[src/xmodem_checksum_receiver_macros.svh]
// assertion macros for the xmodem checksum receiver
// used by the top level; needs nothing else
`ifndef XMODEM_CHECKSUM_RECEIVER_MACROS_SVH
`define XMODEM_CHECKSUM_RECEIVER_MACROS_SVH

// implication checked in the same cycle, muted during reset
`define XCR_ASSERT_NOW(label, clk, rst, ante, cons) \
   label: assert property (@(posedge clk) disable iff (rst) (ante) |-> (cons)) \
      else $error("xcr check failed");

// implication checked in the next cycle, muted during reset
`define XCR_ASSERT_NEXT(label, clk, rst, ante, cons) \
   label: assert property (@(posedge clk) disable iff (rst) (ante) |=> (cons)) \
      else $error("xcr check failed");

`endif

[src/xcr_pkg.sv]
// shared types and constants of the xmodem checksum receiver
// no dependencies
package xcr_pkg;

   localparam int DATA_BYTES = 128;
   localparam int WORD_BYTES = 8;
   localparam int WORDS      = DATA_BYTES / WORD_BYTES;
   localparam int WORD_W     = 8 * WORD_BYTES;
   localparam int WADDR_W    = $clog2(WORDS);
   localparam int LANE_W     = $clog2(WORD_BYTES);
   localparam int DIDX_W     = $clog2(DATA_BYTES);
   localparam int CSR_IDX_W  = 1;

   localparam logic [7:0] SYM_SOH  = 8'h01;
   localparam logic [7:0] SYM_ACK  = 8'h06;
   localparam logic [7:0] SYM_NAK  = 8'h15;
   localparam logic [7:0] SYM_EOT  = 8'h04;
   localparam logic [7:0] CPL_MASK = 8'hFF;

   localparam logic [7:0] POS_DATA = 8'd3;
   localparam logic [7:0] POS_SUM  = 8'd131;

   localparam logic [31:0] TIMEOUT_RESET   = 32'd4000000;
   localparam logic [31:0] LOAD_BASE_RESET = 32'd32768;

   typedef enum logic [CSR_IDX_W-1:0] {
      CSR_TIMEOUT   = 1'b0,
      CSR_LOAD_BASE = 1'b1
   } csr_index_type;

   typedef enum logic {
      KIND_BYTE = 1'b0,
      KIND_TICK = 1'b1
   } kind_type;

   typedef enum logic [1:0] {
      ST_IDLE  = 2'd0,
      ST_EXEC  = 2'd1,
      ST_DRAIN = 2'd2
   } ctl_state_type;

   typedef struct packed {
      logic              reply_valid;
      logic [7:0]        reply_byte;
      logic              write_valid;
      logic [31:0]       write_addr;
      logic [WORD_W-1:0] write_data;
      logic              jump;
      logic              last;
   } rsp_word_type;

endpackage

[src/xcr_ram.sv]
// generic single-port-write ram with registered read
// no dependencies
module xcr_ram #(
   parameter int WIDTH = 8,
   parameter int DEPTH = 16
) (
   input  logic                     clock,
   input  logic                     we,
   input  logic [$clog2(DEPTH)-1:0] waddr,
   input  logic [WIDTH-1:0]         wdata,
   input  logic [$clog2(DEPTH)-1:0] raddr,
   output logic [WIDTH-1:0]         rdata
);

   logic [WIDTH-1:0] mem [DEPTH];

   always_ff @(posedge clock) begin
      if (we) begin
         mem[waddr] <= wdata;
      end
      rdata <= mem[raddr];
   end

endmodule

[src/xcr_ctl.sv]
// packet parser, silence counter and drain sequencer
// depends on xcr_pkg; drives the packet ram
module xcr_ctl (
   input  logic                           clock,
   input  logic                           reset,
   input  logic                           req_valid,
   input  logic                           req_kind,
   input  logic [7:0]                     req_rx_byte,
   output logic                           req_stall,
   input  logic [31:0]                    timeout,
   input  logic                           out_free,
   output logic                           out_load,
   output xcr_pkg::rsp_word_type          out_word,
   output logic                           ram_we,
   output logic [xcr_pkg::WADDR_W-1:0]    ram_waddr,
   output logic [xcr_pkg::WORD_W-1:0]     ram_wdata,
   output logic [xcr_pkg::WADDR_W-1:0]    ram_raddr,
   input  logic [xcr_pkg::WORD_W-1:0]     ram_rdata
);
   import xcr_pkg::*;

   ctl_state_type        state_ff, state_in;
   kind_type             kind_ff, kind_in;
   logic [7:0]           byte_ff, byte_in;
   logic [7:0]           pos_ff, pos_in;
   logic [7:0]           blk_ff, blk_in;
   logic [7:0]           sum_ff, sum_in;
   logic [WORD_W-1:0]    asm_ff, asm_in;
   logic [31:0]          wp_ff, wp_in;
   logic [31:0]          sc_ff, sc_in;
   logic                 fin_ff, fin_in;
   logic [WADDR_W-1:0]   cnt_ff, cnt_in;

   logic [7:0]           data_idx;
   logic [DIDX_W-1:0]    didx;
   logic [LANE_W-1:0]    lane;
   logic                 last_word;
   rsp_word_type         nak_word;
   rsp_word_type         ack_word;

   assign data_idx  = pos_ff - POS_DATA;
   assign didx      = data_idx[DIDX_W-1:0];
   assign lane      = didx[LANE_W-1:0];
   assign last_word = (cnt_ff == WADDR_W'(WORDS - 1));
   assign ram_waddr = didx[DIDX_W-1:LANE_W];
   assign ram_wdata = {byte_ff, asm_ff[WORD_W-9:0]};
   assign ram_raddr = cnt_in;

   always_comb begin
      nak_word             = '0;
      nak_word.reply_valid = 1'b1;
      nak_word.reply_byte  = SYM_NAK;
      nak_word.last        = 1'b1;
      ack_word             = nak_word;
      ack_word.reply_byte  = SYM_ACK;
   end

   always_ff @(posedge clock) begin
      if (reset) begin
         state_ff <= ST_IDLE;
         pos_ff   <= '0;
         blk_ff   <= 8'd1;
         sum_ff   <= '0;
         wp_ff    <= LOAD_BASE_RESET;
         sc_ff    <= '0;
         fin_ff   <= 1'b0;
         cnt_ff   <= '0;
      end else begin
         state_ff <= state_in;
         pos_ff   <= pos_in;
         blk_ff   <= blk_in;
         sum_ff   <= sum_in;
         wp_ff    <= wp_in;
         sc_ff    <= sc_in;
         fin_ff   <= fin_in;
         cnt_ff   <= cnt_in;
      end
   end

   always_ff @(posedge clock) begin
      kind_ff <= kind_in;
      byte_ff <= byte_in;
      asm_ff  <= asm_in;
   end

   always_comb begin
      state_in  = state_ff;
      kind_in   = kind_ff;
      byte_in   = byte_ff;
      pos_in    = pos_ff;
      blk_in    = blk_ff;
      sum_in    = sum_ff;
      asm_in    = asm_ff;
      wp_in     = wp_ff;
      sc_in     = sc_ff;
      fin_in    = fin_ff;
      cnt_in    = cnt_ff;
      req_stall = 1'b1;
      out_load  = 1'b0;
      out_word  = '0;
      ram_we    = 1'b0;

      unique case (state_ff)
         ST_IDLE: begin
            req_stall = 1'b0;
            // after eot words are taken and dropped
            if (req_valid && !fin_ff) begin
               kind_in  = kind_type'(req_kind);
               byte_in  = req_rx_byte;
               sc_in    = (kind_type'(req_kind) == KIND_TICK) ? sc_ff + 32'd1 : '0;
               state_in = ST_EXEC;
            end
         end

         ST_EXEC: begin
            if (out_free) begin
               state_in = ST_IDLE;
               if (kind_ff == KIND_TICK) begin
                  if (sc_ff >= timeout) begin
                     sc_in    = sc_ff - timeout;
                     out_load = 1'b1;
                     out_word = nak_word;
                  end
               end else begin
                  priority if (pos_ff == 8'd0) begin
                     priority if (byte_ff == SYM_EOT) begin
                        fin_in        = 1'b1;
                        out_load      = 1'b1;
                        out_word      = ack_word;
                        out_word.jump = 1'b1;
                     end else if (byte_ff == SYM_SOH) begin
                        sum_in = byte_ff;
                        pos_in = 8'd1;
                     end else begin
                        out_load = 1'b1;
                        out_word = nak_word;
                     end
                  end else if (pos_ff == 8'd1 || pos_ff == 8'd2) begin
                     if (byte_ff == ((pos_ff == 8'd1) ? blk_ff : (CPL_MASK ^ blk_ff))) begin
                        sum_in = sum_ff + byte_ff;
                        pos_in = pos_ff + 8'd1;
                     end else begin
                        pos_in   = '0;
                        out_load = 1'b1;
                        out_word = nak_word;
                     end
                  end else if (pos_ff < POS_SUM) begin
                     // gather a word, write it once its top byte lands
                     asm_in[{lane, 3'b000} +: 8] = byte_ff;
                     ram_we = (lane == LANE_W'(WORD_BYTES - 1));
                     sum_in = sum_ff + byte_ff;
                     pos_in = pos_ff + 8'd1;
                  end else begin
                     pos_in = '0;
                     if (byte_ff != sum_ff) begin
                        out_load = 1'b1;
                        out_word = nak_word;
                     end else begin
                        cnt_in   = '0;
                        state_in = ST_DRAIN;
                     end
                  end
               end
            end
         end

         ST_DRAIN: begin
            // ram data at this cycle belongs to cnt_ff
            if (out_free) begin
               out_load             = 1'b1;
               out_word.write_valid = 1'b1;
               out_word.write_addr  = wp_ff + 32'({cnt_ff, {LANE_W{1'b0}}});
               out_word.write_data  = ram_rdata;
               out_word.reply_valid = last_word;
               out_word.reply_byte  = last_word ? SYM_ACK : 8'h00;
               out_word.last        = last_word;
               cnt_in               = cnt_ff + WADDR_W'(1);
               if (last_word) begin
                  wp_in    = wp_ff + 32'(DATA_BYTES);
                  blk_in   = blk_ff + 8'd1;
                  state_in = ST_IDLE;
               end
            end
         end

         default: begin
            state_in = ST_IDLE;
         end
      endcase
   end

endmodule

[src/xmodem_checksum_receiver.sv]
// top level of the xmodem checksum receiver: csr, packet ram, result register
// depends on xcr_pkg, xcr_ram, xcr_ctl and the assertion macro header
//
//  channel | direction | handshake           | word
//  --------+-----------+---------------------+-------------------------------------
//  req     | in        | req_valid/req_stall | kind, rx_byte
//  rsp     | out       | rsp_valid/rsp_stall | reply, write addr/data, jump, last
//  csr     | in        | csr_write_en        | csr_index, csr_wdata (no read-back)
//
// a byte or tick word is accepted in ST_IDLE, then handled in ST_EXEC
// a good checksum byte starts a drain of sixteen 64-bit words, one word per cycle off
// the single read port of the packet ram; rsp_stall holds up any of these steps
// reset is synchronous and clears all control state; packet ram needs no clearing
// the result register lets a new req word be taken while a result waits
`include "xmodem_checksum_receiver_macros.svh"

module xmodem_checksum_receiver (
   input  logic                             clock,
   input  logic                             reset,
   input  logic                             req_valid,
   output logic                             req_stall,
   input  logic                             req_kind,
   input  logic [7:0]                       req_rx_byte,
   output logic                             rsp_valid,
   input  logic                             rsp_stall,
   output logic                             rsp_reply_valid,
   output logic [7:0]                       rsp_reply_byte,
   output logic                             rsp_write_valid,
   output logic [31:0]                      rsp_write_addr,
   output logic [xcr_pkg::WORD_W-1:0]       rsp_write_data,
   output logic                             rsp_jump,
   output logic                             rsp_last,
   input  logic                             csr_write_en,
   input  logic [xcr_pkg::CSR_IDX_W-1:0]    csr_index,
   input  logic [31:0]                      csr_wdata
);
   import xcr_pkg::*;

   logic [31:0]         timeout_ff, timeout_in;
   logic                rsp_valid_ff, rsp_valid_in;
   rsp_word_type        rsp_word_ff, rsp_word_in;

   logic                out_free;
   logic                out_load;
   rsp_word_type        out_word;
   logic                ram_we;
   logic [WADDR_W-1:0]  ram_waddr;
   logic [WORD_W-1:0]   ram_wdata;
   logic [WADDR_W-1:0]  ram_raddr;
   logic [WORD_W-1:0]   ram_rdata;

   // csr: timeout is live; the write pointer is loaded from the default base
   // at reset, and a load base write is dropped, so a written base never lands
   always_comb begin
      timeout_in = timeout_ff;
      if (csr_write_en) begin
         unique case (csr_index_type'(csr_index))
            CSR_TIMEOUT:   timeout_in = csr_wdata;
            CSR_LOAD_BASE: timeout_in = timeout_ff;
            default:       timeout_in = timeout_ff;
         endcase
      end
   end

   always_ff @(posedge clock) begin
      if (reset) begin
         timeout_ff   <= TIMEOUT_RESET;
         rsp_valid_ff <= 1'b0;
      end else begin
         timeout_ff   <= timeout_in;
         rsp_valid_ff <= rsp_valid_in;
      end
   end

   // result register, free when empty or being taken this cycle
   assign out_free = !rsp_valid_ff || !rsp_stall;

   always_comb begin
      rsp_valid_in = rsp_valid_ff;
      rsp_word_in  = rsp_word_ff;
      if (out_load) begin
         rsp_valid_in = 1'b1;
         rsp_word_in  = out_word;
      end else if (!rsp_stall) begin
         rsp_valid_in = 1'b0;
      end
   end

   always_ff @(posedge clock) begin
      rsp_word_ff <= rsp_word_in;
   end

   assign rsp_valid       = rsp_valid_ff;
   assign rsp_reply_valid = rsp_word_ff.reply_valid;
   assign rsp_reply_byte  = rsp_word_ff.reply_byte;
   assign rsp_write_valid = rsp_word_ff.write_valid;
   assign rsp_write_addr  = rsp_word_ff.write_addr;
   assign rsp_write_data  = rsp_word_ff.write_data;
   assign rsp_jump        = rsp_word_ff.jump;
   assign rsp_last        = rsp_word_ff.last;

   // packet data, one 64-bit word per ram entry
   xcr_ram #(
      .WIDTH (WORD_W),
      .DEPTH (WORDS)
   ) u_ram (
      .clock (clock),
      .we    (ram_we),
      .waddr (ram_waddr),
      .wdata (ram_wdata),
      .raddr (ram_raddr),
      .rdata (ram_rdata)
   );

   xcr_ctl u_ctl (
      .clock       (clock),
      .reset       (reset),
      .req_valid   (req_valid),
      .req_kind    (req_kind),
      .req_rx_byte (req_rx_byte),
      .req_stall   (req_stall),
      .timeout     (timeout_ff),
      .out_free    (out_free),
      .out_load    (out_load),
      .out_word    (out_word),
      .ram_we      (ram_we),
      .ram_waddr   (ram_waddr),
      .ram_wdata   (ram_wdata),
      .ram_raddr   (ram_raddr),
      .ram_rdata   (ram_rdata)
   );

   // a pending result is never overwritten
   `XCR_ASSERT_NOW(a_no_overwrite, clock, reset, out_load, out_free)
   // the final write of a packet carries ack and stays word aligned
   `XCR_ASSERT_NOW(a_last_write_ack, clock, reset,
      out_load && out_word.write_valid && out_word.last,
      out_word.reply_byte == SYM_ACK && out_word.write_addr[LANE_W-1:0] == '0)
   // a jump result is a lone ack with no data
   `XCR_ASSERT_NOW(a_jump_alone, clock, reset, out_load && out_word.jump,
      !out_word.write_valid && out_word.last && out_word.reply_byte == SYM_ACK)

endmodule
[config.mk]
export PLATFORM = sky130hd
export DESIGN_NAME = xmodem_checksum_receiver
export DESIGN_NICKNAME = d
export VERILOG_FILES = /design/src/xcr_pkg.sv /design/src/xcr_ram.sv /design/src/xcr_ctl.sv /design/src/xmodem_checksum_receiver.sv
export VERILOG_INCLUDE_DIRS = /design/src /design/src/src
export SDC_FILE = /design/constraint.sdc
export NUM_CORES = 2
export LEC_CHECK = 0
export CAP_MARGIN = 0
export CELL_PAD_IN_SITES_DETAIL_PLACEMENT = 1
export CELL_PAD_IN_SITES_GLOBAL_PLACEMENT = 1
export CORE_MARGIN = 2
export CORE_UTILIZATION = 45
export DETAILED_ROUTE_END_ITERATION = 8
export DONT_BUFFER_PORTS = 1
export GPL_TIMING_DRIVEN = 0
export PLACE_DENSITY_LB_ADDON = 0.1
export SYNTH_ARGS = -nofsm -noshare
export SYNTH_HDL_FRONTEND = slang
export SYNTH_SLANG_ARGS = --single-unit
[constraint.sdc]
create_clock -name clock -period 5.2 [get_ports clock]
set_clock_uncertainty 0.05 [all_clocks]
set_input_delay 0.26 -clock clock [delete_from_list [all_inputs] [get_ports clock]]
set_output_delay 0.26 -clock clock [all_outputs]
set_load 0.005 [all_outputs]
==> key figures <==
Final layout
  • Layout cell share with drive strength beyond 1: 8.00%
  • Final Cell Area: 63800 um^2
  • Commonest cells after routing, fill and taps aside: edfxtp_1, nand2_1, a21oi_1
  • P&R area growth vs syn: 15.9%
  • Commonest non-fill, non-tap cell in the layout: edfxtp_1
  • Nets: 4712

Detailed routing
  • Drt via density: 5.79
  • Routed length per placed instance: 26.7 um
  • Vias: 36.8k
  • ANT nets after route: 0
  • DR pass1 iterations: 5
  • DRC viols: 0
  • Initial drt markers: 3419
  • DRT Wirelength: 170 mm

Clocking
  • Clock buffer depth: 3
  • Clk root buf: clkbuf_16
  • Clk slew on worst S/H paths: 0.06 ns
  • Htree depth: 4
  • CTS tree: yes
  • Num CTS Buffers: 148
  • Clk_lat worst skew: 0.79 ns
  • Clock Sinks: 1372

Critical path
  • Worst path arrival time: 5.55 ns
  • Buffers & Inverters on Critical Path: 3
  • Family with the most delay on the worst path: buffers and inverters
  • Crit end category: flip-flop
  • Req. time, crit path: 5.76 ns
  • CP Class: flip-flop to flip-flop
  • Critical Path Fanout Max: 18
  • Cell Chain, Critical Path: ha_1 -> nor4_1 -> nand3_1 -> o41ai_1 -> a21bo_1 -> and2_1 -> buf_6 -> buf_2 -> clkbuf_1 -> a21oi_1 -> o311ai_1
  • Startpoint Class: flip-flop
  • Max incr delay on CP: 0.72 ns
  • CP max-delay cell: edfxtp_1

Pwr
  • Clock power frac: 45.8%
  • Design Power: 23200 uW
  • Static Leakage: 0.0216 uW
  • Internal: 18300 uW
  • Reg power frac: 51.4%
  • Comb power frac: 2.9%
  • Sw Ratio: 21.1%
  • Power Density: 363 nW/um^2
  • Peak supply drop: 339 uV
  • Switching power: 4890 uW

GRT
  • Gr usage total: 27.0%
  • Antenna violations before repair: 8
  • First-pass GRT wire length: 252 mm
  • Vias in the first global route: 38.6k
  • GRT overflow: 0
  • Largest net degree at the start of global routing: 57

Synthesis
  • Post-synth EDFFs: 1187
  • Distinct cell type count after synthesis: 66
  • Top_reg_cell synth: edfxtp_1
  • Synth warn: 0
  • Avg Synthesized Cell Area: 12.7 um^2
  • Synth Cell Area: 55100 um^2
  • Synth Register Bits: 1372
  • Synth Instances: 4330
  • Asr flop ratio synth: 0%
  • Sequential area share after synthesis: 71.5%

Outcome
  • Outcome: complete, no violations

Timing
  • Worst Setup Slack, final: 0.216 ns
  • WHS: 0.0748 ns
  • Count of final setup violators: 0
  • Rel. slew slack: 22.9%
  • Fin. max-slew vios: 0
  • Final period util: 95.8%
  • Max Freq: 201 MHz
  • Setup TNS Final: 0 ns
  • Min cycle time layout: 4.98 ns
  • RSZ-0062 raised after global routing: false
  • Hold Vio Cnt, Final: 0
  • Worst slew pin tran: 1.16 ns

Floorplan
  • Cell Rows: 128
  • Initial Utilization: 45.3%
  • IO Count: 157
  • Chip Height: 354 um
  • Core ar.: 122000 um^2
  • Die area: 125000 um^2
  • Die W: 354 um

Placed design
  • Detailed Place HPWL: 112 mm
  • Placer Congestion: 0.838
  • Post-DP Area: 58100 um^2
  • Port-buffer cells: 0
  • Post-Place Worst Slack: -0.667 ns

Job
  • Maxcap violations: 0

Worst hold path
  • Hold Crit Class: input port to flip-flop
synthesized netlist by cell type (all sizes together) (5+ instances only):
library cell | instances | area share (%)
edfxtp | 1187 | 65
nand2 | 866 | 5.9
a21oi | 622 | 5.7
a22oi | 259 | 3.5
dfxtp | 185 | 6.7
clkbuf | 168 | 1.1
and2 | 157 | 1.8
nor2 | 139 | 0.95
buf | 107 | 1.1
inv | 67 | 0.46
o311ai | 64 | 1.0
ha | 53 | 1.2
o21ai | 50 | 0.45
nand3 | 38 | 0.35
xor2 | 38 | 0.60
nor3 | 36 | 0.33
xnor2 | 36 | 0.57
nand4 | 24 | 0.27
or3 | 19 | 0.22
nand2b | 16 | 0.18
a21o | 15 | 0.20
a31oi | 15 | 0.17
and3 | 15 | 0.17
nor4 | 13 | 0.15
o32ai | 13 | 0.21
o21a | 12 | 0.16
a211oi | 11 | 0.15
a211o | 9 | 0.14
nor2b | 9 | 0.10
o211ai | 8 | 0.11
mux2i | 7 | 0.13
and4 | 6 | 0.095
nor3b | 5 | 0.068
o21bai | 5 | 0.068
o22ai | 5 | 0.057
o31ai | 5 | 0.068
flip-flops by register name, summed over array words and instances (netlist names), 2 cells and up:
| name | flops |
|---|---|
| rsp_reply_byte | 3 |
| rsp_write_addr | 29 |
| rsp_write_data | 64 |
| timeout_ff | 32 |
| u_ctl.asm_ff | 56 |
| u_ctl.blk_ff | 8 |
| u_ctl.byte_ff | 8 |
| u_ctl.cnt_ff | 4 |
| u_ctl.pos_ff | 8 |
| u_ctl.sc_ff | 32 |
| u_ctl.state_ff | 2 |
| u_ctl.sum_ff | 8 |
| u_ctl.wp_ff | 25 |
| u_ram.mem | 1024 |
| u_ram.rdata | 64 |
cell type report:
class	count	area [um^2]
Clock buffer	199	4100
Antenna cell	2	5.00
Buffer	275	1240
Clock inverter	77	759
Tap cell	1625	2030
Multi-Input combinational cell	2620	14400
Fill cell	12166	57800
Sequential cell	1372	39300
Inverter	69	259
Timing Repair Buffer	124	1670
repair_timing:
action                     CTS  global route
setup buffers                9            11
hold endpoints to repair    58             0
gates resized for setup      5            12
setup endpoints to repair   65           150
pin swaps                    0             2
hold buffers                66             0
logic make-up after synthesis:
logic type      Yosys count  share of synthesized area (%)
fa+ha+maj                55                           1.28
xor+xnor                 74                           1.18
mux                       8                          0.148
buf+inv                 344                           2.68
flops                  1372                           71.5
compound gates         1125                           12.6
simple gates           1351                           10.7
other cells               1                        0.00681
routing by layer:
metal | track usage [%] | vias to the layer above | part of all wire (%)
li1 | - | 16545 | -
met1 | 36.9 | 18981 | 44
met2 | 44.7 | 1069 | 49
met3 | 3.79 | 250 | 5.1
met4 | 8.19 | 0 | 2.6
met5 | 0 | - | 0
power by group through the flow:
stage	clock (uW)	combinational (uW)	sequential [uW]
floorplan	0	399	12100
global placement	0	563	12200
detailed placement	0	574	12200
CTS	10800	654	11900
global route	11200	724	11900
finish	10600	661	11900
worst paths after layout:
path,startpoint,endpoint,slack (ns),depth (start not counted)
max,u_ctl.byte_ff[4],u_ram.rdata[35],0.22,11
min reg2reg,timeout_ff[23],timeout_ff[23],0.41,2
min,req_rx_byte[3],u_ctl.byte_ff[3],0.07,1
max reg2reg,u_ctl.byte_ff[4],u_ram.rdata[35],0.22,11
worst register-to-register path, stage by stage, from the launching register on:
cell and delay, ns:
edfxtp_1 0.72, ha_1 0.39, nor4_1 0.38, nand3_1 0.24, o41ai_1 0.52, a21bo_1 0.20, and2_1 0.27, buf_6 0.20
buf_2 0.62, clkbuf_1 0.59, a21oi_1 0.18, o311ai_1 0.48
metrics by stage:
stage / util, % / instances
4_1_cts: 52.4 / 6350
3_3_place_gp: 47.0 / 5961
6_report: 52.5 / 6363
3_5_place_dp: 47.8 / 5999
2_1_floorplan: - / 4336
5_1_grt: 52.5 / 6361
(Power assumes the default switching activity.)
